File: config.mk
export PLATFORM = sky130hd
export DESIGN_NAME = bma3_lane
export DESIGN_NICKNAME = d
export VERILOG_FILES = /design/src/design/backfilled_moving_average_3ch_top_defines.svh /design/src/design/bma3_pkg.sv /design/src/design/bma3_lane.sv
export SDC_FILE = /design/constraint.sdc
export NUM_CORES = 1
export LEC_CHECK = 0
export ABC_AREA = 1
export BUFFER_PORTS_ARGS = -buffer_cell sky130_fd_sc_hd__buf_2
export CAP_MARGIN = 10
export CORE_MARGIN = 4
export CORE_UTILIZATION = 47
export DETAILED_ROUTE_END_ITERATION = 6
export PLACE_DENSITY = 0.66
export RECOVER_POWER = 100
export SETUP_SLACK_MARGIN = 0.4
export SYNTH_ARGS = -nofsm -noshare
export SYNTH_HDL_FRONTEND = slang
export SYNTH_SLANG_ARGS = --single-unit
File: constraint.sdc
create_clock -name clk_i -period 4.65 [get_ports clk_i]
set_clock_uncertainty 0.05 [all_clocks]
set_input_delay 0.93 -clock clk_i [delete_from_list [all_inputs] [get_ports clk_i]]
set_output_delay 0.93 -clock clk_i [all_outputs]
set_load 0.005 [all_outputs]
File: src/design/backfilled_moving_average_3ch_top_defines.svh
// ----------------------------------------------------------------------------
// bma3 assertion macros
// concurrent assertion wrappers, empty when SYNTH is defined
// ----------------------------------------------------------------------------
`ifndef BACKFILLED_MOVING_AVERAGE_3CH_TOP_DEFINES_SVH
`define BACKFILLED_MOVING_AVERAGE_3CH_TOP_DEFINES_SVH

`ifndef SYNTH
`define BMA3_ASSERT(lbl, clk, rstn, prop) \
  lbl: assert property (@(posedge clk) disable iff (!rstn) prop) \
    else $error("bma3 assertion failed");
`define BMA3_NEVER(lbl, clk, rstn, cond) \
  lbl: assert property (@(posedge clk) disable iff (!rstn) !(cond)) \
    else $error("bma3 forbidden condition");
`else
`define BMA3_ASSERT(lbl, clk, rstn, prop)
`define BMA3_NEVER(lbl, clk, rstn, cond)
`endif

`endif

File: src/design/bma3_pkg.sv
// ----------------------------------------------------------------------------
// bma3_pkg
// shared constants and types of the three-channel moving average
// ----------------------------------------------------------------------------
`default_nettype none

package bma3_pkg;

  localparam int WINDOW_MAX   = 64;
  localparam int WINDOW_RESET = 30;
  localparam int LANES        = 3;
  localparam int DATA_W       = 32;
  localparam int ADDR_W       = $clog2(WINDOW_MAX);
  localparam int W_W          = $clog2(WINDOW_MAX + 1);
  localparam int SUM_W        = DATA_W + ADDR_W;
  localparam int CNT_W        = $clog2(SUM_W);
  localparam int RING_W       = LANES * DATA_W;

  typedef enum logic [2:0] {
    ST_IDLE,
    ST_UPD,
    ST_LOAD,
    ST_DIV,
    ST_PUSH
  } state_e;

  typedef struct packed {
    logic upd;
    logic sub;
    logic load;
    logic clr;
  } lane_ctl_t;

  typedef struct packed {
    logic [W_W-1:0] count;
    logic           eor;
    logic           tsh;
  } mrg_req_t;

endpackage

`default_nettype wire

File: src/design/bma3_lane.sv
// ----------------------------------------------------------------------------
// bma3_lane
// one channel: running window sum and bit-serial signed division by window
// ----------------------------------------------------------------------------
`default_nettype none

module bma3_lane (
  input  wire logic                                  clk_i,
  input  wire logic                                  rst_ni,
  input  wire bma3_pkg::lane_ctl_t                   ctl_i,
  input  wire logic signed [bma3_pkg::DATA_W-1:0]    sample_i,
  input  wire logic signed [bma3_pkg::DATA_W-1:0]    old_i,
  input  wire logic        [bma3_pkg::W_W-1:0]       win_i,
  output logic                                       busy_o,
  output logic        [bma3_pkg::DATA_W-1:0]         mean_o
);

  localparam int SUM_W  = bma3_pkg::SUM_W;
  localparam int DATA_W = bma3_pkg::DATA_W;
  localparam int W_W    = bma3_pkg::W_W;
  localparam int CNT_W  = bma3_pkg::CNT_W;

  logic signed [SUM_W-1:0] sum_q, sum_d;
  logic signed [SUM_W-1:0] smp_ext, old_ext;
  logic        [SUM_W-1:0] mag_q, mag_d;
  logic        [W_W-1:0]   rem_q, rem_d;
  logic        [CNT_W-1:0] cnt_q;
  logic                    busy_q;
  logic                    neg_q;
  logic        [W_W:0]     trial;
  logic        [W_W:0]     trial_sub;
  logic                    ge;
  logic        [DATA_W-1:0] quot;

  assign smp_ext = SUM_W'(sample_i);
  assign old_ext = ctl_i.sub ? SUM_W'(old_i) : '0;

  always_comb begin
    sum_d = sum_q;
    if (ctl_i.clr) begin
      sum_d = '0;
    end else if (ctl_i.upd) begin
      sum_d = sum_q - old_ext + smp_ext;
    end
  end

  // restoring division step on the magnitude
  assign trial     = {rem_q, mag_q[SUM_W-1]};
  assign ge        = trial >= {1'b0, win_i};
  assign trial_sub = trial - {1'b0, win_i};
  assign rem_d     = ge ? trial_sub[W_W-1:0] : trial[W_W-1:0];
  assign mag_d     = {mag_q[SUM_W-2:0], ge};

  always_ff @(posedge clk_i or negedge rst_ni) begin
    if (!rst_ni) begin
      sum_q  <= '0;
      busy_q <= 1'b0;
      cnt_q  <= '0;
    end else begin
      sum_q <= sum_d;
      if (ctl_i.load) begin
        busy_q <= 1'b1;
        cnt_q  <= '0;
      end else if (busy_q) begin
        cnt_q <= cnt_q + 1'b1;
        if (cnt_q == CNT_W'(SUM_W - 1)) begin
          busy_q <= 1'b0;
        end
      end
    end
  end

  always_ff @(posedge clk_i) begin
    if (ctl_i.load) begin
      neg_q <= sum_q[SUM_W-1];
      mag_q <= sum_q[SUM_W-1] ? SUM_W'(-sum_q) : SUM_W'(sum_q);
      rem_q <= '0;
    end else if (busy_q) begin
      mag_q <= mag_d;
      rem_q <= rem_d;
    end
  end

  assign quot   = mag_q[DATA_W-1:0];
  assign mean_o = neg_q ? (~quot + 1'b1) : quot;
  assign busy_o = busy_q;

endmodule

`default_nettype wire

# [Yosys cells after proc, flatten, opt, wreduce, memory -nomap -nowiden]
# Index checks and enable logic that the tools add are counted.
[word_totals] out_inout_bits=33 reg_bits=91 inputBits=77 elab_cells=30
[op_classes] n_eq_ne=1 n_bitwise=1 n_reduce_logical=2 n_mux=13 order_cmp=1 add_sub_neg=6
[ops] operator="$mux W38" n=6
[ops] operator="$add A38 B32 Y38" n=1
[ops] operator="$neg A38 Y38" n=1
[ops] operator="$sub A38 B38 Y38" n=1
[ops] operator="$add A32 B1 Y32 const B" n=1
[ops] operator="$mux W32" n=1
[ops] operator="$not A32 Y32" n=1
[ops] operator="$mux W6" n=2
[ops] operator="$ge A8 B7 Y1" n=1
[ops] operator="$mux W7" n=1
[ops] operator="$sub A7 B7 Y7" n=1
[ops] operator="$add A6 B1 Y6 const B" n=1
[ops] operator="$eq A6 B6 Y1 const B" n=1
[ops] operator="$reduce_bool A2 Y1" n=2
[ops] operator="$mux W1" n=3

# [Logic depth before layout (Yosys ltp)]
# Gate-level depths: netlist (run 1).
[depth] word_depth=5 depth_mapped=19 ltp_nobuf=18

# [Least setup slack after synthesis (run 1)]
# OpenSTA, ideal clock, no wires.
[synth_timing] path_kind="input to register" startpoint="input port ctl_i[2] (netlist name)" endpoint="register sum_q[24]" setup_time_ns=0.117 t_required_ns=4.483 arrival_time_ns=3.006 slack_ns=1.476 cell_stages=16 path_buffers=1 path_cell_list="clkbuf_1 > nand2_1 > inv_1 > fa_1 > inv_1 > fa_1 > nand3_1 > nand3_1 > nand2_1 > nand3_1 > nand2_1 > nand2_1 > nand2_1 > nand3_1 > nand3_1 > nand2_1"
[synth_between] elab_chain_len=5
[synth_lines] element="from (decl)" line_no="bma3_lane.sv:10" rtl="input wire bma3_pkg::lane_ctl_t ctl_i,"
[synth_lines] element="$mux W38" line_no="bma3_lane.sv:36" rtl="assign old_ext = ctl_i.sub ? SUM_W'(old_i) : '0;"
[synth_lines] element="$sub A38 B38 Y38" line_no="bma3_lane.sv:43" rtl="sum_d = sum_q - old_ext + smp_ext;"
[synth_lines] element="$add A38 B32 Y38" line_no="bma3_lane.sv:43"
[synth_lines] element="$mux W38" line_no="bma3_lane.sv:42" rtl="end else if (ctl_i.upd) begin"
[synth_lines] element="$mux W38" line_no="bma3_lane.sv:40" rtl="if (ctl_i.clr) begin"
[synth_lines] element="to (signal assigned)" line_no="bma3_lane.sv:60" rtl="sum_q <= sum_d;"
[synth_lines] element="to (decl)" line_no="bma3_lane.sv:23" rtl="logic signed [SUM_W-1:0] sum_q, sum_d;"
# Every way passes these cells. The select of a mux whose other input is x is not followed.
# A chain may end at the register's enable or synchronous reset.

# [Final worst setup path (run 1)]
[layout_timing] startpoint="input port ctl_i[2] (netlist name)" endpoint="register sum_q[19]"
# The elaborated chain is that of the path after synthesis.

==> results by group, run 1 <==
Power and ir drop
  • Reg power frac: 19.8%
  • Comb power frac: 71.0%
  • Sw Ratio: 56.6%
  • Static leakage: 6.17 nW
  • Design internal power: 3.50 mW
  • Switching pwr: 4.56 mW
  • Clock share of power: 9.2%
  • Power density cells: 728 nW/um^2
  • Maximum VDD drop: 0.257 mV

Critical path
  • Crit Path Category: in2reg
  • Crit path DAT: 3.72 ns
  • Top cell by count, worst path: nand2_1
  • R2R Setup Slk: 1.55 ns
  • Worst stage delay on the critical path: 0.51 ns
  • Critical-path cell list: buf_2 -> nand2_1 -> inv_1 -> fa_1 -> inv_1 -> ha_1 -> nand2_1 -> nor2_1 -> nand2_1 -> nor2_1 -> nand2_1 -> nand3_1 -> a21oi_1 -> o21ai_0 -> o21ai_0
  • CP required: 4.77 ns
  • Crit-path slowest cell: buf_2
  • FF-to-FF path depth: 13
  • CP max FO: 32
  • Worst setup SP type: input port
  • CP Capture Type: flip-flop
  • R2R Path End: sum_q[19]
  • Worst flop-to-flop path startpoint: sum_q[18]

STA
  • Achievable Freq: 278 MHz
  • Worst-Margin Slew: 2.70 ns
  • Final Hold Fails: 0
  • Sum Neg Setup Slack: 0 ns
  • Setup violations, final: 0
  • Max Slew Vio Count: 77
  • Hold WS: 0.405 ns
  • Period utilization: 77.4%
  • Final min period: 3.60 ns
  • RSZ-0062 raised after global routing: false
  • Max_slew headroom: -79.9%

Route
  • Vias: 9,999
  • DR vias/cell: 5.10
  • Wirelength, routed: 30,100 microns
  • Length of the first detailed-routing pass in iterations: 5
  • Routed wire per std cell: 15.3 microns
  • DRC violations left: 0
  • First DRT Iteration DRCs: 739
  • Routed Antenna Nets: 0

Worst hold path
  • Hold path depth: 2
  • Hold Startpoint: rem_q[6]
  • Hold endpoint: rem_q[6]
  • Hold Path Class: reg2reg

Global routing
  • First-pass GRT wire length: 48,500 microns
  • Largest net degree at the start of global routing: 46
  • Total congestion overflow: 0
  • Total track usage: 25.3%
  • Vias in the first global route: 9,465
  • Number of antenna violations at the first check in global routing: 0

Die
  • Initial Util: 47.8%
  • Die Area: 23,800 sq um
  • IO Count: 110
  • Die X: 154 microns
  • DIE HEIGHT: 154 microns
  • Core footprint: 21,000 sq um
  • Rows: 53

Run status
  • Status: finished with violations
  • Violated checks: max-capacitance violations, max-slew violations

Logic synthesis
  • Post-synth EDFFs: 39
  • Synth cell types: 49
  • Post-synth top area cell: nand2_1
  • Top post-synthesis cells by area: nand2_1 (18%), inv_1 (12%), edfxtp_1 (12%)
  • Mean Syn Cell Area: 6.36 sq um
  • Synth Cell Area: 10,100 sq um
  • Register area share after synthesis: 24.2%
  • Register bit total from synthesis: 91
  • Synth Flop Type: dfrtp_1
  • Share of the synthesized area in the top cell type: 17.7%
  • Ys Warns: 0
  • Post-synth ARST share: 49.5%
  • Synthesized net count: 1,745
  • Post-Syn Instances: 1,580

Clock tree
  • H-tree depth: 3
  • Clock buffer depth: 2
  • Reg clk slew, reported paths: 0.08 ns
  • Num CTS Buffers: 9
  • Clk_lat worst skew: 0.35 ns
  • Cts repair resizes: 0
  • CTS tree: yes
  • Clock Sinks: 91
  • CTS Hold Buffers Added: 0
  • Root Buffer: clkbuf_16
  • # Post-CTS Setup Buffers: 0

Place
  • Routability congestion estimate: 0.960
  • Hpwl dp: 24,800 microns
  • # port buffers: 109

Final layout
  • # fillers: 2,217
  • Area Overhead vs Synth: 10.1%
  • Commonest cells after routing, fill and taps aside: nand2_1 (479), inv_1 (328), nor2_1 (141)
  • Layout cells sized above 1: 8.84%
  • Ant diodes: 0
  • Commonest non-fill, non-tap cell in the layout: nand2_1
  • Nets: 1,846

Run
  • Max-cap viol count: 2
==> sequential cells by signal (all words and copies together), names as in the netlist <==
register and cells:
mag_q 38, sum_q 38, rem_q 7, cnt_q 6, busy_o 1, neg_q 1
==> power groups by stage <==
stage / Combinational (mW) / Clock [mW] / Sequential [mW]
4_1_cts: 5.74 / 0.754 / 1.59
6_report: 5.72 / 0.742 / 1.60
5_1_grt: 6.51 / 0.785 / 1.64
3_5_place_dp: 5.72 / 0 / 1.61
2_1_floorplan: 4.20 / 0 / 1.46
3_3_place_gp: 5.69 / 0 / 1.60
==> critical path: cells and delay by family <==
kind	cells	cell delay, ns
simple gates	7	1.01
fa+ha+maj	2	0.65
buf+inv	3	0.68
compound gates	3	0.41
==> area by class of cell <==
class,count,area [sq um],area share (%)
sequential,91,2440,22.0
multi-input combinational,1118,6140,55.5
clock buffer,9,225,2.04
timing repair buffer,118,568,5.13
tap,275,344,3.11
inverter,343,1290,11.6
clock inverter,7,66.3,0.599
==> logic make-up (layout without fill, tap and decap cells) <==
group / after synthesis / in the layout / share of synthesized area, %
and+or+nand+nor: 799 / 799 / 33.7
buffers and inverters: 371 / 477 / 14.0
AOI/OAI and AO/OA: 181 / 181 / 9.80
DFF: 91 / 91 / 24.2
adders and majority gates: 88 / 88 / 13.8
xor gates and xnor gates: 50 / 50 / 4.43
==> synth_stat cells, types with 9 or more instances <==
master,instances
nor2_1,138
nor2_2,10
nor3_1,27
ha_1,50
dfrtp_1,45
nand3_1,102
a31oi_1,9
nand2_1,473
fa_1,38
nand4_1,16
clkbuf_1,16
a21oi_1,52
o21ai_1,12
xor2_1,45
edfxtp_1,39
o21ai_0,82
inv_1,328
inv_2,14
==> per-stage QoR <==
stage	cells	power (mW)	util, %	cell area [sq um]	worst slack (ns)
floorplan	1580	5.67	-	10100	1.48
global placement	1945	7.30	51.8	10900	0.693
detailed placement	1945	7.32	51.8	10900	0.772
CTS	1961	8.09	53.2	11200	1.15
global route	1961	8.94	52.6	11100	0.759
finish	1961	8.06	52.6	11100	1.05
==> worst max-delay path by stage <==
stage | endpoint | slack [ns] | startpoint | depth (start not counted)
2_1_floorplan | sum_q[24] | 1.48 | ctl_i[2] | 16
3_5_place_dp | sum_q[35] | 0.77 | ctl_i[2] | 14
4_1_cts | sum_q[35] | 1.15 | ctl_i[2] | 14
5_1_grt | mean_o[27] | 0.76 | mag_q[3] | 11
3_3_place_gp | sum_q[19] | 0.69 | ctl_i[2] | 14
6_report | sum_q[19] | 1.05 | ctl_i[2] | 15
==> layer usage <==
layer  GRT usage, %  vias up  wire length [microns]  share of wire [%]
li1               -     5099                      -                  -
met1           37.1     4524                  14600                 49
met2           39.9      327                  13100                 44
met3           2.15       49                   1640                5.5
met4           7.57        0                    711                2.4
met5              0        -                      0                  0
(Power assumes the default switching activity.)
==> run 2, diff against run 1 <==
--- a/config.mk
+++ b/config.mk
@@ -11,7 +11,7 @@
 export CORE_MARGIN = 4
 export CORE_UTILIZATION = 47
 export DETAILED_ROUTE_END_ITERATION = 6
-export PLACE_DENSITY = 0.66
+export PLACE_DENSITY = 0.69
 export RECOVER_POWER = 100
 export SETUP_SLACK_MARGIN = 0.4
 export SYNTH_ARGS = -nofsm -noshare
==> constraint.sdc (replaced) <==
create_clock -name clk_i -period 3.2 [get_ports clk_i]
set_clock_uncertainty 0.05 [all_clocks]
set_input_delay 0.64 -clock clk_i [delete_from_list [all_inputs] [get_ports clk_i]]
set_output_delay 0.64 -clock clk_i [all_outputs]
set_load 0.005 [all_outputs]
==> results by group, run 2 (synthesis results as in run 1) <==
Run status
  • Status: finished with violations
  • Violated checks: max-capacitance violations, max-slew violations

Global routing
  • Largest net degree at the start of global routing: 52 (+13%)
  • Total congestion overflow: 0 (unchanged)
  • Total track usage: 24.8% (-0.47 points)
  • Number of antenna violations at the first check in global routing: 0 (unchanged)
  • First-pass GRT wire length: 47,800 microns (-1.3%)
  • Vias in the first global route: 9,432 (-0.35%)

Clock tree
  • Clock Sinks: 91 (unchanged)
  • CTS tree: yes
  • Num CTS Buffers: 9 (unchanged)
  • Reg clk slew, reported paths: 0.07 ns (about the same)
  • Clock buffer depth: 2 (unchanged)
  • H-tree depth: 3 (unchanged)
  • Root Buffer: clkbuf_16
  • Clk_lat worst skew: 0.35 ns (about the same)

STA
  • Setup violations, final: 0 (unchanged)
  • RSZ-0062 raised after global routing: true
  • Final min period: 2.93 ns
  • Final Hold Fails: 0 (unchanged)
  • Period utilization: 91.6%
  • Setup ws final: 0.270 ns (-0.783 ns)
  • Worst-Margin Slew: 1.65 ns (-1.05 ns)
  • Max_slew headroom: -10.1% (+70 points)
  • Max Slew Vio Count: 27 (-65%)
  • Achievable Freq: 341 MHz

Critical path
  • Worst setup SP type: input port
  • CP max FO: 7 (-78%)
  • Crit path max-delay family: adder cells
  • Top cell by count, worst path: nand2_1
  • CP required: 3.35 ns (-1.42 ns)
  • Crit path DAT: 3.08 ns (-0.64 ns)
  • Crit Path Category: in2reg
  • Crit-path slowest cell: fa_1
  • CP Capture Type: flip-flop
  • Critical-path cell list: buf_12 -> buf_6 -> nand2_1 -> inv_1 -> ha_1 -> inv_1 -> ha_1 -> fa_1 -> nand3_1 -> nand3_1 -> nand2_1 -> nand3_2 -> nand2_1 -> nand2_2 -> o21ai_0 -> o21ai_0
  • Crit path buf inv count: 4 (+1)
  • Worst stage delay on the critical path: 0.50 ns (about the same)

Final layout
  • # fillers: 1,957 (-12%)
  • Commonest non-fill, non-tap cell in the layout: nand2_1
  • Largest regs: mag_q (38), sum_q (38), rem_q (7)
  • Reg area: 2440 sq um (+0.10%)
  • Post-route cell area: 12,700 sq um (+14%)
  • Layout cells sized above 1: 23.0% (+14 points)
  • Ant diodes: 0 (unchanged)
  • Nets: 1,926 (+4.3%)
  • Multi-input gate area: 6980 sq um (+14%)
  • Area Overhead vs Synth: 26.0%
  • Commonest cells after routing, fill and taps aside: nand2_1 (426), inv_1 (312), nor2_1 (113)

Route
  • First DRT Iteration DRCs: 784 (+6.1%)
  • DR vias/cell: 5.16 (+1.3%)
  • Routed wire per std cell: 15.6 microns (+1.5%)
  • Length of the first detailed-routing pass in iterations: 6 (+1)
  • Routed Antenna Nets: 0 (unchanged)
  • Vias: 10,500 (+5.4%)
  • Wirelength, routed: 31,800 microns (+5.7%)
  • DRC violations left: 0 (unchanged)

Die
  • IO Count: 110 (unchanged)
  • Initial Util: 47.8% (unchanged)
  • Die Area: 23,800 sq um (unchanged)
  • Core footprint: 21,000 sq um (unchanged)
  • Rows: 53 (unchanged)
  • Die X: 154 microns (unchanged)
  • DIE HEIGHT: 154 microns (unchanged)

Place
  • DP Area: 11,200 sq um (+3.3%)
  • Placement Setup Slack: -0.136 ns (-0.908 ns)
  • # port buffers: 109 (unchanged)
  • Routability congestion estimate: 0.950 (-1.1%)
  • Hpwl dp: 24,300 microns (-2.0%)

Run
  • Max-cap viol count: 1 (-1)

Power and ir drop
  • Power density cells: 1130 nW/um^2 (+55%)
  • Maximum VDD drop: 0.516 mV (+100%)
  • Static leakage: 6.72 nW (+8.9%)

Worst hold path
  • Hold Path Class: reg2reg
[run 2: timing repair]
item | 4_1_cts | 5_1_grt
hold buffers | 0 | 0
gates cloned | 0 | 4
endpoints found under the setup margin | 22 | 46
resized for setup | 32 | 218
pin swaps | 2 | 55
buffers inserted | 0 | 32
[run 2: routing by layer]
layer,vias to the layer above,GRT usage [%],wire length [microns]
li1,5258,-,-
met1,4778,35.0,13800
met2,424,38.7,14300
met3,80,3.27,2460
met4,0,9.80,1270
met5,-,0,0
[run 2: stage by stage]
step,power [mW],setup TNS [ns],instances,hold slack (ns),util [%]
5_1_grt,15.6,0,2041,0.437,60.2
4_1_cts,12.5,0,2005,0.282,55.5
2_1_floorplan,8.26,0,1580,0.294,-
3_5_place_dp,11.1,-0.681,1989,0.392,53.5
6_report,14.3,0,2041,0.399,60.2
3_3_place_gp,11.0,-0.630,1989,0.382,53.5
[run 2: tightest hold or removal path: stages (launching register included)]
cell     delay, ns
dfxtp_1       0.31
nand2_1       0.06
nand2_1       0.05
[run 2: final cells by class]
class,count,share of cell area (%)
Inverter,343,10.2
Clock inverter,6,0.702
Timing Repair Buffer,198,10.1
Multi-Input combinational cell,1118,55.2
Sequential cell,91,19.3
Clock buffer,10,1.81
Tap cell,275,2.72
[run 2: final timing paths]
check,start,end,slack [ns],cells after the start
worst max-delay path,ctl_i[2],sum_q[12],0.27,16
worst min-delay path,rem_q[6],rem_q[6],0.40,2
worst max register to register,sum_q[13],sum_q[20],0.43,13
worst min register to register,rem_q[6],rem_q[6],0.40,2
max in group asynchronous,rst_ni,cnt_q[5],1.09,2
min in group asynchronous,rst_ni,sum_q[36],0.64,1
[run 2: where the power goes]
group / switching [mW] / total, mW / internal (mW)
clock network: 0.473 / 1.16 / 0.688
registers: 0.506 / 2.29 / 1.79
logic: 6.63 / 10.8 / 4.17
