## src/design/backfilled_moving_average_3ch_top_defines.svh

```systemverilog
// ----------------------------------------------------------------------------
// bma3 assertion macros
// concurrent assertion wrappers, empty when SYNTH is defined
// ----------------------------------------------------------------------------
`ifndef BACKFILLED_MOVING_AVERAGE_3CH_TOP_DEFINES_SVH
`define BACKFILLED_MOVING_AVERAGE_3CH_TOP_DEFINES_SVH

`ifndef SYNTH
`define BMA3_ASSERT(lbl, clk, rstn, prop) \
  lbl: assert property (@(posedge clk) disable iff (!rstn) prop) \
    else $error("bma3 assertion failed");
`define BMA3_NEVER(lbl, clk, rstn, cond) \
  lbl: assert property (@(posedge clk) disable iff (!rstn) !(cond)) \
    else $error("bma3 forbidden condition");
`else
`define BMA3_ASSERT(lbl, clk, rstn, prop)
`define BMA3_NEVER(lbl, clk, rstn, cond)
`endif

`endif

```

## src/design/bma3_pkg.sv

```systemverilog
// ----------------------------------------------------------------------------
// bma3_pkg
// shared constants and types of the three-channel moving average
// ----------------------------------------------------------------------------
`default_nettype none

package bma3_pkg;

  localparam int WINDOW_MAX   = 64;
  localparam int WINDOW_RESET = 30;
  localparam int LANES        = 3;
  localparam int DATA_W       = 32;
  localparam int ADDR_W       = $clog2(WINDOW_MAX);
  localparam int W_W          = $clog2(WINDOW_MAX + 1);
  localparam int SUM_W        = DATA_W + ADDR_W;
  localparam int CNT_W        = $clog2(SUM_W);
  localparam int RING_W       = LANES * DATA_W;

  typedef enum logic [2:0] {
    ST_IDLE,
    ST_UPD,
    ST_LOAD,
    ST_DIV,
    ST_PUSH
  } state_e;

  typedef struct packed {
    logic upd;
    logic sub;
    logic load;
    logic clr;
  } lane_ctl_t;

  typedef struct packed {
    logic [W_W-1:0] count;
    logic           eor;
    logic           tsh;
  } mrg_req_t;

endpackage

`default_nettype wire

```

## src/design/bma3_merge.sv

```systemverilog
// ----------------------------------------------------------------------------
// bma3_merge
// joins the lane means into one result word and repeats it for back-fill
// ----------------------------------------------------------------------------
`default_nettype none

module bma3_merge (
  input  wire logic                                                clk_i,
  input  wire logic                                                rst_ni,
  input  wire logic                                                push_i,
  input  wire bma3_pkg::mrg_req_t                                  req_i,
  input  wire logic [bma3_pkg::LANES-1:0][bma3_pkg::DATA_W-1:0]    mean_i,
  output logic                                                     rdy_o,
  output logic                                                     m_axis_tvalid,
  input  wire logic                                                m_axis_tready,
  // mean_x, mean_y, mean_angle
  output logic [bma3_pkg::RING_W-1:0]                              m_axis_tdata,
  output logic                                                     m_axis_tlast,
  // too_short
  output logic [0:0]                                               m_axis_tuser
);

  localparam int W_W = bma3_pkg::W_W;

  logic                          valid_q;
  logic [W_W-1:0]                rem_q;
  logic                          eor_q;
  logic                          last_q;
  logic [bma3_pkg::RING_W-1:0]   data_q;
  logic                          tsh_q;
  logic                          out_xfer;

  assign out_xfer = valid_q && m_axis_tready;
  assign rdy_o    = !valid_q;

  always_ff @(posedge clk_i or negedge rst_ni) begin
    if (!rst_ni) begin
      valid_q <= 1'b0;
      rem_q   <= '0;
      eor_q   <= 1'b0;
      last_q  <= 1'b0;
    end else begin
      if (push_i) begin
        valid_q <= 1'b1;
        rem_q   <= req_i.count;
        eor_q   <= req_i.eor;
        last_q  <= req_i.eor && (req_i.count == W_W'(1));
      end else if (out_xfer) begin
        if (rem_q > W_W'(1)) begin
          rem_q  <= rem_q - 1'b1;
          last_q <= eor_q && (rem_q == W_W'(2));
        end else begin
          valid_q <= 1'b0;
          rem_q   <= '0;
        end
      end
    end
  end

  always_ff @(posedge clk_i) begin
    if (push_i) begin
      data_q <= req_i.tsh ? '0 : mean_i;
      tsh_q  <= req_i.tsh;
    end
  end

  assign m_axis_tvalid = valid_q;
  assign m_axis_tdata  = data_q;
  assign m_axis_tlast  = last_q;
  assign m_axis_tuser  = tsh_q;

endmodule

`default_nettype wire

```

## config.mk

```make
export PLATFORM = sky130hd
export DESIGN_NAME = bma3_merge
export DESIGN_NICKNAME = d
export VERILOG_FILES = /design/src/design/backfilled_moving_average_3ch_top_defines.svh /design/src/design/bma3_pkg.sv /design/src/design/bma3_merge.sv
export SDC_FILE = /design/constraint.sdc
export NUM_CORES = 1
export LEC_CHECK = 0
export BUFFER_PORTS_ARGS = -buffer_cell sky130_fd_sc_hd__clkbuf_2
export CAP_MARGIN = 20
export CORE_ASPECT_RATIO = 1.75
export CORE_MARGIN = 5
export CORE_UTILIZATION = 49
export DETAILED_ROUTE_END_ITERATION = 6
export PLACE_DENSITY = 0.85
export SLEW_MARGIN = 25
export SYNTH_ARGS = -nofsm -noshare
export SYNTH_HDL_FRONTEND = slang
export SYNTH_SLANG_ARGS = --single-unit
```

## constraint.sdc

```tcl
create_clock -name clk_i -period 2.9 [get_ports clk_i]
set_clock_uncertainty 0.2 [all_clocks]
set_input_delay 0.145 -clock clk_i [delete_from_list [all_inputs] [get_ports clk_i]]
set_output_delay 0.145 -clock clk_i [all_outputs]
set_load 0.005 [all_outputs]
```

# Word-level counts from Yosys, hierarchy flattened
# Index checks and enable logic that the tools add are counted.
[totals]
memories = 0
inputBits = 109
mem_bits_rw = 0
mem_bits_ro = 0
latchBits = 0
register_bits = 107
[op_classes]
mul = 0
addsub = 1
n_bitwise = 0
n_lt_le_gt_ge = 1
div = 0
mux = 9
eq_ne = 3
n_reduce_logical = 8
shifts = 0
[ops]
columns = ["cell", "count"]
rows = [
  ["7-bit 2-to-1 mux", 3],
  ["7-bit by 1-bit == test with 1-bit output, second input constant", 1],
  ["7-bit by 2-bit == test with 1-bit output, second input constant", 1],
  ["7-bit by 1-bit > comparator with 1-bit output, second input constant", 1],
  ["7-bit by 1-bit subtractor with 7-bit output, second input constant", 1],
  ["1-bit 2-to-1 mux", 6],
  ["2-bit AND reduction", 2],
  ["2-bit nonzero test", 2],
  ["1-bit logical AND", 3],
  ["2-bit != test, second input constant", 1],
  ["1-bit zero test", 1],
]

# Longest topological paths before layout
# Gate-level depths: netlist of run 1.
[depth]
depth_word = 5
depth_mapped = 6
ltp_nobuf = 6

# Worst setup path before layout of run 1
# Ideal clock, no wire load.
[synth_timing]
kind = "flip-flop to flip-flop"
startpoint = "reg rem_q[5]"
endpoint = "reg rem_q[2]"
arrival_ns = 1.518
stages_incl_launch_ff = 5
path_slack_ns = 1.057
t_required_ns = 2.575
path_buffers = 0
path_cell_list = "dfrtp_1 or4_4 nor3_4 o21ai_1 mux2_2"
[synth_between]
elab_chain_cells = 4
[synth_lines]
columns = ["item", "line_no", "text"]
rows = [
  ["start: declaration", "bma3_merge.sv:26", "logic [W_W-1:0] rem_q;"],
  ["start signal: assignment", "bma3_merge.sv:45", "rem_q <= req_i.count;"],
  ["start signal: assignment", "bma3_merge.sv:50", "rem_q <= rem_q - 1'b1;"],
  ["7-bit by 1-bit > comparator with 1-bit output", "bma3_merge.sv:49", "if (rem_q > W_W'(1)) begin"],
  ["7-bit 2-to-1 mux", "bma3_merge.sv:49", ""],
  ["7-bit 2-to-1 mux", "bma3_merge.sv:48", "end else if (out_xfer) begin"],
  ["7-bit 2-to-1 mux", "bma3_merge.sv:43", "if (push_i) begin"],
]
# No other way between the ends. The select of a mux whose other input is x is not followed.
# A chain may end at the register's enable or synchronous reset.

# Worst setup path after layout of run 1
# Same ends and word-level chain as after synthesis.

==> flow_metrics.tcl, run 1 <==
set metrics [dict create \
    status "complete, no violations" \
    met3_length_mm 1.24 \
    critical-path-max-stage-delay_ns 0.59 \
    ctsHtreeMaxLevel 3 \
    finalCriticalPeriod_ns 2.04 \
    pre_cts_slack_ns 0.911 \
    hold_viol 0 \
    syn_avg_cell_area_um2 15.5 \
    multi_input_area_um2 977 \
    required_ns 2.91 \
    slew_viol_final 0 \
    synth_flop_cell "edfxtp_1" \
    clk_latency_ns 0.33 \
    ir_drop_uv 429 \
    critPathMaxFanout 7 \
    cellLeakagePower_nw 2.91 \
    drive_gt1_share_pct 40.2 \
    num-nets-final 701 \
    ys_warn_count 0 \
    drtIter0Drc 200 \
    top_layer "met4" \
    endpoint_kind "flop" \
    grt_antenna_before_repair 1 \
    path_clk_slew_ns 0.07 \
    vias_per_cell 4.93 \
    setup_viol 0 \
    io_buffers 208 \
    grt_pass1_wl_mm 20.4 \
    first_pass_iters 5 \
    hold_class "in2async" \
    crit_path_start "rem_q[5]" \
    critPathLaunchType "flop" \
    syn2layout_area_growth_pct 61.2 \
    avgRoutedWirePerCell_um 18.7 \
    r2r-start "rem_q[5]" \
    rsz0062_at_grt "no" \
    synth_edf_count 97 \
    p_per_area_mw_per_mm2 547 \
    critical-path-slowest-cell "or4_4" \
    die_w_um 80.0 \
    setup_tns_ns 0 \
    final_util_pct 81.0 \
    ff_latch_area_mm2 0.00316 \
    synth_top_area_share_pct 69.3 \
    power_mw 3.71 \
    synth_area_mm2 0.00420 \
    grt_max_degree 52 \
    drtAntennaViolNets 0 \
    ys_async_sr_fraction_pct 9.35 \
    synthCells 272 \
    drcViolationCount 0 \
    yosys-top-cells-area "edfxtp_1, nor2b_1, dfrtp_1" \
    final_common_cell "clkbuf_2" \
    cts_tree "done" \
    via_count 3501 \
    core_mm2 0.00837 \
    wl_met1_mm 4.52 \
    clkSinkCount 107 \
    path_cells "or4_4, nor3_4, o21ai_1, mux2_2" \
    cp_data_arrival_time_ns 2.05 \
    gp_congestion 0.904 \
    max_freq_mhz 491 \
    route.met2.wl_mm 7.05 \
    n_fill_cell 450 \
    layout_setup_ws_ns 0.864 \
    num_io_pins 209 \
    synth-seq-cells 107 \
    tightest_slew_ns 0.725 \
    synthesis.nets 384 \
    grtUsageTotal_pct 25.7 \
    max-slew-margin-rel_pct 51.7 \
    crit_type "reg2reg" \
    grt-ovfl-total 0 \
    cts_buffers 9 \
    drt_wl_total_mm 13.3 \
    die_area_mm2 0.0106 \
    root_buffer "clkbuf_16" \
    hpwl_mm 7.87 \
    r2r_cells 4 \
    layout_common_cells "clkbuf_2, dlygate4sd3_1, edfxtp_1, nor2b_1, dfrtp_1" \
    num_rows 44 \
    dieHeight_um 133 \
    clk_path_buf_depth 2 \
    grt_pass1_vias 3878 \
    synth_area_leader_cell "edfxtp_1" \
    yosysSeqAreaShare_pct 75.2 \
    drv_cap 0 \
    ys_types 34 \
    start_util_pct 50.2 \
    min_period_over_period_pct 70.2 \
]
-- worst max-delay path: cells and delay by family, from the launching register on --
kind	cells	cell delay, ns
simple gates	2	0.91
flops	1	0.42
mux	1	0.28
compound gates	1	0.12
-- cell families (layout without fill, tap and decap cells) --
| kind of cell | after synthesis | in the layout | synth area share, % |
|---|---|---|---|
| and+or+nand+nor | 122 | 122 | 18.1 |
| muxes | 5 | 5 | 1.31 |
| DFF | 107 | 107 | 75.2 |
| other | 0 | 1 | 0 |
| buffers and inverters | 17 | 339 | 1.52 |
| adders and majority gates | 3 | 3 | 0.893 |
| AOI/OAI and AO/OA | 18 | 18 | 2.95 |
-- repair_timing --
| action | in CTS | in global routing |
|---|---|---|
| hold buffers | 106 | 0 |
| buffers inserted | 0 | 0 |
| resized for setup | 0 | 0 |
| hold endpoints to repair | 116 | 0 |
-- state kept, by name, indices dropped and copies added (netlist names) --
signal	flops
m_axis_tlast	1
eor_q	1
m_axis_tuser	1
m_axis_tdata	96
rem_q	7
m_axis_tvalid	1
-- stage by stage --
step | cells | area [µm²] | hold WS, ns
after floorplan | 272 | 4200 | -0.351
after global placement | 587 | 5390 | -0.177
after detailed placement | 587 | 5390 | -0.166
after CTS | 709 | 6770 | 0.0143
after global routing | 710 | 6780 | 0.0233
final | 710 | 6780 | 0.0204
-- final timing paths --
check	to	slack, ns
max in group asynchronous	rem_q[4]	2.26
hold reg to reg	eor_q	0.35
hold / removal	eor_q	0.02
min in group clk_i	m_axis_tdata[29]	0.12
setup reg to reg	rem_q[2]	0.86
setup / recovery	rem_q[2]	0.86
-- Yosys cell counts, types with 2 or more instances --
library cell  number
a21oi_1            3
clkbuf_1          12
dfrtp_1           10
edfxtp_1          97
ha_1               3
inv_1              5
mux2_2             4
nand2_1            8
nand4b_1           2
nor2_1             3
nor2b_1           96
nor4_1             2
o21ai_0            5
o31a_2             2
-- power by group --
| part | total, mW | switching [mW] | internal, mW |
|---|---|---|---|
| Combinational | 0.511 | 0.226 | 0.285 |
| Clock | 1.32 | 0.554 | 0.764 |
| Sequential | 1.88 | 0.0577 | 1.82 |
-- metal layers --
layer,track usage (%),up-vias
met5,0,-
met4,10.6,0
met3,8.03,36
met2,45.2,224
met1,28.1,1649
li1,-,1592
-- layout make-up --
type,count,area share [%]
inverter,5,0.277
timing repair buffer,318,31.7
multi-input combinational,148,14.4
sequential,107,46.7
tap,115,2.12
clock inverter,7,1.46
clock buffer,9,3.32
antenna,1,0.0369
Note: power is estimated with default switching activity, not from simulation.
==> run 2, diff against run 1 <==
--- a/config.mk
+++ b/config.mk
@@ -9,9 +9,9 @@
 export CAP_MARGIN = 20
 export CORE_ASPECT_RATIO = 1.75
 export CORE_MARGIN = 5
-export CORE_UTILIZATION = 49
+export CORE_UTILIZATION = 46
 export DETAILED_ROUTE_END_ITERATION = 6
-export PLACE_DENSITY = 0.85
+export PLACE_DENSITY = 0.8
 export SLEW_MARGIN = 25
 export SYNTH_ARGS = -nofsm -noshare
 export SYNTH_HDL_FRONTEND = slang
==> constraint.sdc (replaced) <==
create_clock -name clk_i -period 2.1 [get_ports clk_i]
set_clock_uncertainty 0.2 [all_clocks]
set_input_delay 0.105 -clock clk_i [delete_from_list [all_inputs] [get_ports clk_i]]
set_output_delay 0.105 -clock clk_i [all_outputs]
set_load 0.005 [all_outputs]
==> flow_metrics.tcl, run 2 (synthesized netlist as in run 1, its figures left out) <==
set metrics [dict create \
    status "complete, no violations" \
    critPathLaunchType "flop" \
    layout_common_cells "clkbuf_2, dlygate4sd3_1, edfxtp_1, nor2b_1, dfrtp_1" \
    ir_drop_uv 591 \
    grt.busiest_layer "met2" \
    clk_path_buf_depth 2 \
    gp_congestion 0.899 \
    drt_wl_total_mm 12.0 \
    max-slew-margin-rel_pct 65.1 \
    globalRouteMet3Util_pct 7.63 \
    cts_buffers 9 \
    clkSinkCount 107 \
    critPathMaxFanout 7 \
    cts.repair_timing.setup_buffer_count 0 \
    grt_antenna_before_repair 0 \
    drcViolationCount 0 \
    hold_class "in2reg" \
    cts_tree "done" \
    syn2layout_area_growth_pct 61.1 \
    pre_cts_slack_ns 0.104 \
    path_clk_slew_ns 0.07 \
    finalCriticalPeriod_ns 2.02 \
    grt_pass1_wl_mm 18.1 \
    first_pass_iters 6 \
    required_ns 2.11 \
    hpwl_mm 7.73 \
    start_util_pct 46.8 \
    final_common_cell "clkbuf_2" \
    die_area_mm2 0.0112 \
    endpoint_kind "flop" \
    place_area_mm2 0.00542 \
    rsz0062_at_grt "no" \
    drtIter0Drc 133 \
    r2r-start "rem_q[5]" \
    n_fill_cell 580 \
    grtUsageTotal_pct 22.0 \
    cp_data_arrival_time_ns 2.04 \
    final_area_mm2 0.00677 \
    use_met2_pct 39.5 \
    tightest_slew_ns 0.522 \
    reg2reg_to "rem_q[4]" \
    num-nets-final 702 \
    drive_gt1_share_pct 39.5 \
    endpoint "rem_q[4]" \
    min_period_over_period_pct 96.3 \
    ctsHtreeMaxLevel 3 \
    layout_setup_ws_ns 0.0782 \
    max_freq_mhz 495 \
    via_count 3352 \
    io_buffers 208 \
    root_buffer "clkbuf_16" \
    grt_pass1_vias 3722 \
    r2r_slack_ns 0.08 \
    crit_type "reg2reg" \
    setup_viol 0 \
    hold_viol 0 \
    r2r_cells 4 \
    num_io_pins 209 \
    drv_cap 0 \
    avgRoutedWirePerCell_um 16.7 \
    die_w_um 82.3 \
    largest_register_ffs 96 \
    grt-ovfl-total 0 \
    num_rows 46 \
    slew_viol_final 0 \
    cellLeakagePower_nw 2.91 \
    vias_per_cell 4.69 \
    crit_path_start "rem_q[5]" \
    dieHeight_um 136 \
    setup_tns_ns 0 \
    p_per_area_mw_per_mm2 722 \
    antenna_cells 0 \
    core_mm2 0.00898 \
    clk_latency_ns 0.33 \
    gr-usage-met1_pct 22.4 \
    drtAntennaViolNets 0 \
    grt_max_degree 45 \
]
run 2: worst max-delay path, stage by stage, from the launching register on:
cell and delay [ns]:
dfrtp_1 0.41, or4_4 0.58, nor3_4 0.33, nor4_1 0.09
a211o_1 0.29
run 2: worst min-delay path by stage:
stage,start,endpoint,slack [ns],cells past startpoint
after floorplan,rst_ni,eor_q,-0.39,0
after global placement,rst_ni,eor_q,-0.22,1
after detailed placement,rst_ni,eor_q,-0.21,1
after CTS,push_i,m_axis_tdata[5],0.03,1
after global routing,push_i,m_axis_tdata[2],0.04,1
final,req_i[0],m_axis_tdata[44],0.04,2
run 2: repair_timing:
action | 4_1_cts | 5_1_grt
hold buffers | 107 | 0
hold endpoints to repair | 116 | 0
endpoints found under the setup margin | 0 | 0
resized for setup | 0 | 0
run 2: power by group:
part	internal [mW]	switching (mW)	total [mW]
sequential	2.51	0.0711	2.58
clock	0.919	0.695	1.61
combinational	0.400	0.297	0.697
run 2: final cells by class:
cell class | count | area [µm²] | share of cell area (%)
clock buffer | 12 | 236 | 3.49
tap | 120 | 150 | 2.22
inverter | 5 | 18.8 | 0.277
multi-input combinational | 148 | 977 | 14.4
clock inverter | 4 | 43.8 | 0.646
timing repair buffer | 319 | 2180 | 32.2
sequential | 107 | 3160 | 46.7
run 2: metrics by stage:
stage	cells	utilization [%]	total power [mW]	hold WS [ns]
finish	715	75.4	4.89	0.0407
global route	715	75.4	5.10	0.0382
CTS	715	75.4	4.92	0.0271
detailed placement	592	60.4	3.15	-0.214
global placement	592	60.4	3.13	-0.220
floorplan	272	-	2.80	-0.391
run 2: per-layer routing:
metal	share of wire [%]	vias to the layer above	wire, µm
met3	9.7	26	1160
met2	54	171	6500
met4	2.3	0	281
met1	34	1561	4030
li1	-	1594	-
met5	0	-	0
==> run 3, diff against run 2 <==
==> constraint.sdc (replaced) <==
create_clock -name clk_i -period 2.1 [get_ports clk_i]
set_clock_uncertainty 0.2 [all_clocks]
set_input_delay 0.42 -clock clk_i [delete_from_list [all_inputs] [get_ports clk_i]]
set_output_delay 0.42 -clock clk_i [all_outputs]
set_load 0.005 [all_outputs]
==> flow_metrics.tcl, run 3 (synthesized netlist as in run 1, its figures left out) <==
set metrics [dict create \
    setup_viol 0 \
    grt-ovfl-total 0 \
    core_mm2 0.00898 \
    grt_max_degree 45 \
    worstHoldPathCells 3 \
    cp_data_arrival_time_ns 2.05 \
    reg2reg_to "rem_q[4]" \
    hold_class "in2reg" \
    critPathMaxFanout 7 \
    critPathLaunchType "flop" \
    p_per_area_mw_per_mm2 828 \
    ff_latch_area_mm2 0.00316 \
    critical-path-max-stage-delay_ns 0.58 \
    clk_latency_ns 0.33 \
    dieHeight_um 136 \
    cp_top_family "simple AND/OR/NAND/NOR gates" \
    num-nets-final 598 \
    r2r_slack_ns 0.07 \
    num_rows 46 \
    hold_path_end "rem_q[0]" \
    avgRoutedWirePerCell_um 16.4 \
    drv_cap 0 \
    ir_drop_uv 536 \
    root_buffer "clkbuf_16" \
    status "complete, no violations" \
    path_cells "or4_4, nor3_4, nor4_1, a211o_1" \
    clockPowerShare_pct 34.6 \
    drive_gt1_share_pct 49.1 \
    p_int_mw 3.71 \
    num_io_pins 209 \
    tightest_slew_ns 0.533 \
    slew_viol_final 0 \
    vias_per_cell 4.82 \
    hold_start "req_i[2]" \
    n_fill_cell 721 \
    cts_buffers 9 \
    cts-resized-gates 0 \
    multi_input_area_um2 977 \
    pwr-share-comb_pct 11.1 \
    min_period_over_period_pct 96.6 \
    layout_common_cells "clkbuf_2, edfxtp_1, nor2b_1, dfrtp_1, clkbuf_16" \
    path_clk_slew_ns 0.07 \
    rsz0062_at_grt "no" \
    via_count 2944 \
    netSwitchingPower_mw 1.05 \
    worst-path-buf-inv 0 \
    setup_tns_ns 0 \
    gp_congestion 0.921 \
    endpoint_kind "flop" \
    final_common_cell "clkbuf_2" \
    p_sw_share_pct 22.0 \
    final_area_mm2 0.00574 \
    hpwl_mm 7.78 \
    required_ns 2.12 \
    p_seq_share_pct 54.3 \
    cellLeakagePower_nw 2.48 \
    layout_setup_ws_ns 0.0713 \
    grt_pass1_vias 3107 \
    antenna_cells 0 \
    r2r_cells 4 \
    clkSinkCount 107 \
    max_freq_mhz 493 \
    r2r-start "rem_q[5]" \
    cts_tree "done" \
    syn2layout_area_growth_pct 36.6 \
    pre_cts_slack_ns 0.0921 \
    hold_ws_ns 0.146 \
    drtIter0Drc 131 \
    cts.repair_timing.setup_buffer_count 0 \
    place_area_mm2 0.00544 \
    largest_register_ffs 96 \
    drtAntennaViolNets 0 \
    first_pass_iters 5 \
    grt_antenna_before_repair 0 \
    dp.cells 594 \
    max-slew-margin-rel_pct 64.5 \
    ctsHtreeMaxLevel 3 \
    grtUsageTotal_pct 18.2 \
    hold_viol 0 \
    final-instance-count-excl-fill 611 \
    start_util_pct 46.8 \
    critical-path-slowest-cell "or4_4" \
    io_buffers 208 \
    clk_path_buf_depth 2 \
    die_area_mm2 0.0112 \
    grt_pass1_wl_mm 15.0 \
    crit_type "reg2reg" \
    die_w_um 82.3 \
    cts_hold_buf 1 \
    finalCriticalPeriod_ns 2.03 \
    drt_wl_total_mm 10.0 \
    drcViolationCount 0 \
]
## run 3: changes by cell type in the layout (fill, tap and decap cells not counted)
cell	change
clkinv_4	+1
buf_4	+2
dlygate4sd3_1	-106
clkinvlp_4	+2
clkinv_1	-1
clkinv_2	+1
clkbuf_1	-3
## run 3: layout make-up
type	instances	share of cell area, %
Sequential cell	107	55.1
Timing Repair Buffer	215	19.8
Multi-Input combinational cell	148	17.0
Clock buffer	9	3.92
Tap cell	120	2.61
Clock inverter	7	1.20
Inverter	5	0.327
## run 3: how the worst max path moves through the flow
stage	from	to	slack [ns]	depth (start not counted)
6_report	rem_q[5]	rem_q[4]	0.07	4
5_1_grt	rem_q[5]	rem_q[4]	0.02	4
4_1_cts	rem_q[5]	rem_q[4]	0.08	4
3_5_place_dp	rem_q[5]	rem_q[4]	0.09	4
3_3_place_gp	rem_q[5]	rem_q[4]	0.18	4
2_1_floorplan	rem_q[5]	rem_q[2]	0.26	4
## run 3: power groups by stage
stage / Combinational, mW / Sequential (mW) / Clock [mW]
2_1_floorplan: 0.165 / 2.64 / 0
3_3_place_gp: 0.513 / 2.62 / 0
3_5_place_dp: 0.535 / 2.63 / 0
4_1_cts: 0.539 / 2.58 / 1.68
5_1_grt: 0.586 / 2.60 / 1.77
6_report: 0.529 / 2.58 / 1.64
## run 3: per-stage QoR
stage	utilization, %	power [mW]
3_3_place_gp	60.6	3.13
5_1_grt	63.9	4.95
6_report	63.9	4.75
3_5_place_dp	60.6	3.16
2_1_floorplan	-	2.80
4_1_cts	63.9	4.80
## run 3: layer usage
metal	up-vias	routed length [µm]	track usage (%)
li1	1385	-	-
met1	1376	3330	18.8
met2	155	5280	30.8
met3	28	1120	8.02
met4	0	315	8.69
met5	-	0	0
## run 3: worst min-delay path, cell delays in order
cell      delay, ns
clkbuf_2       0.09
inv_1          0.07
a21oi_1        0.06
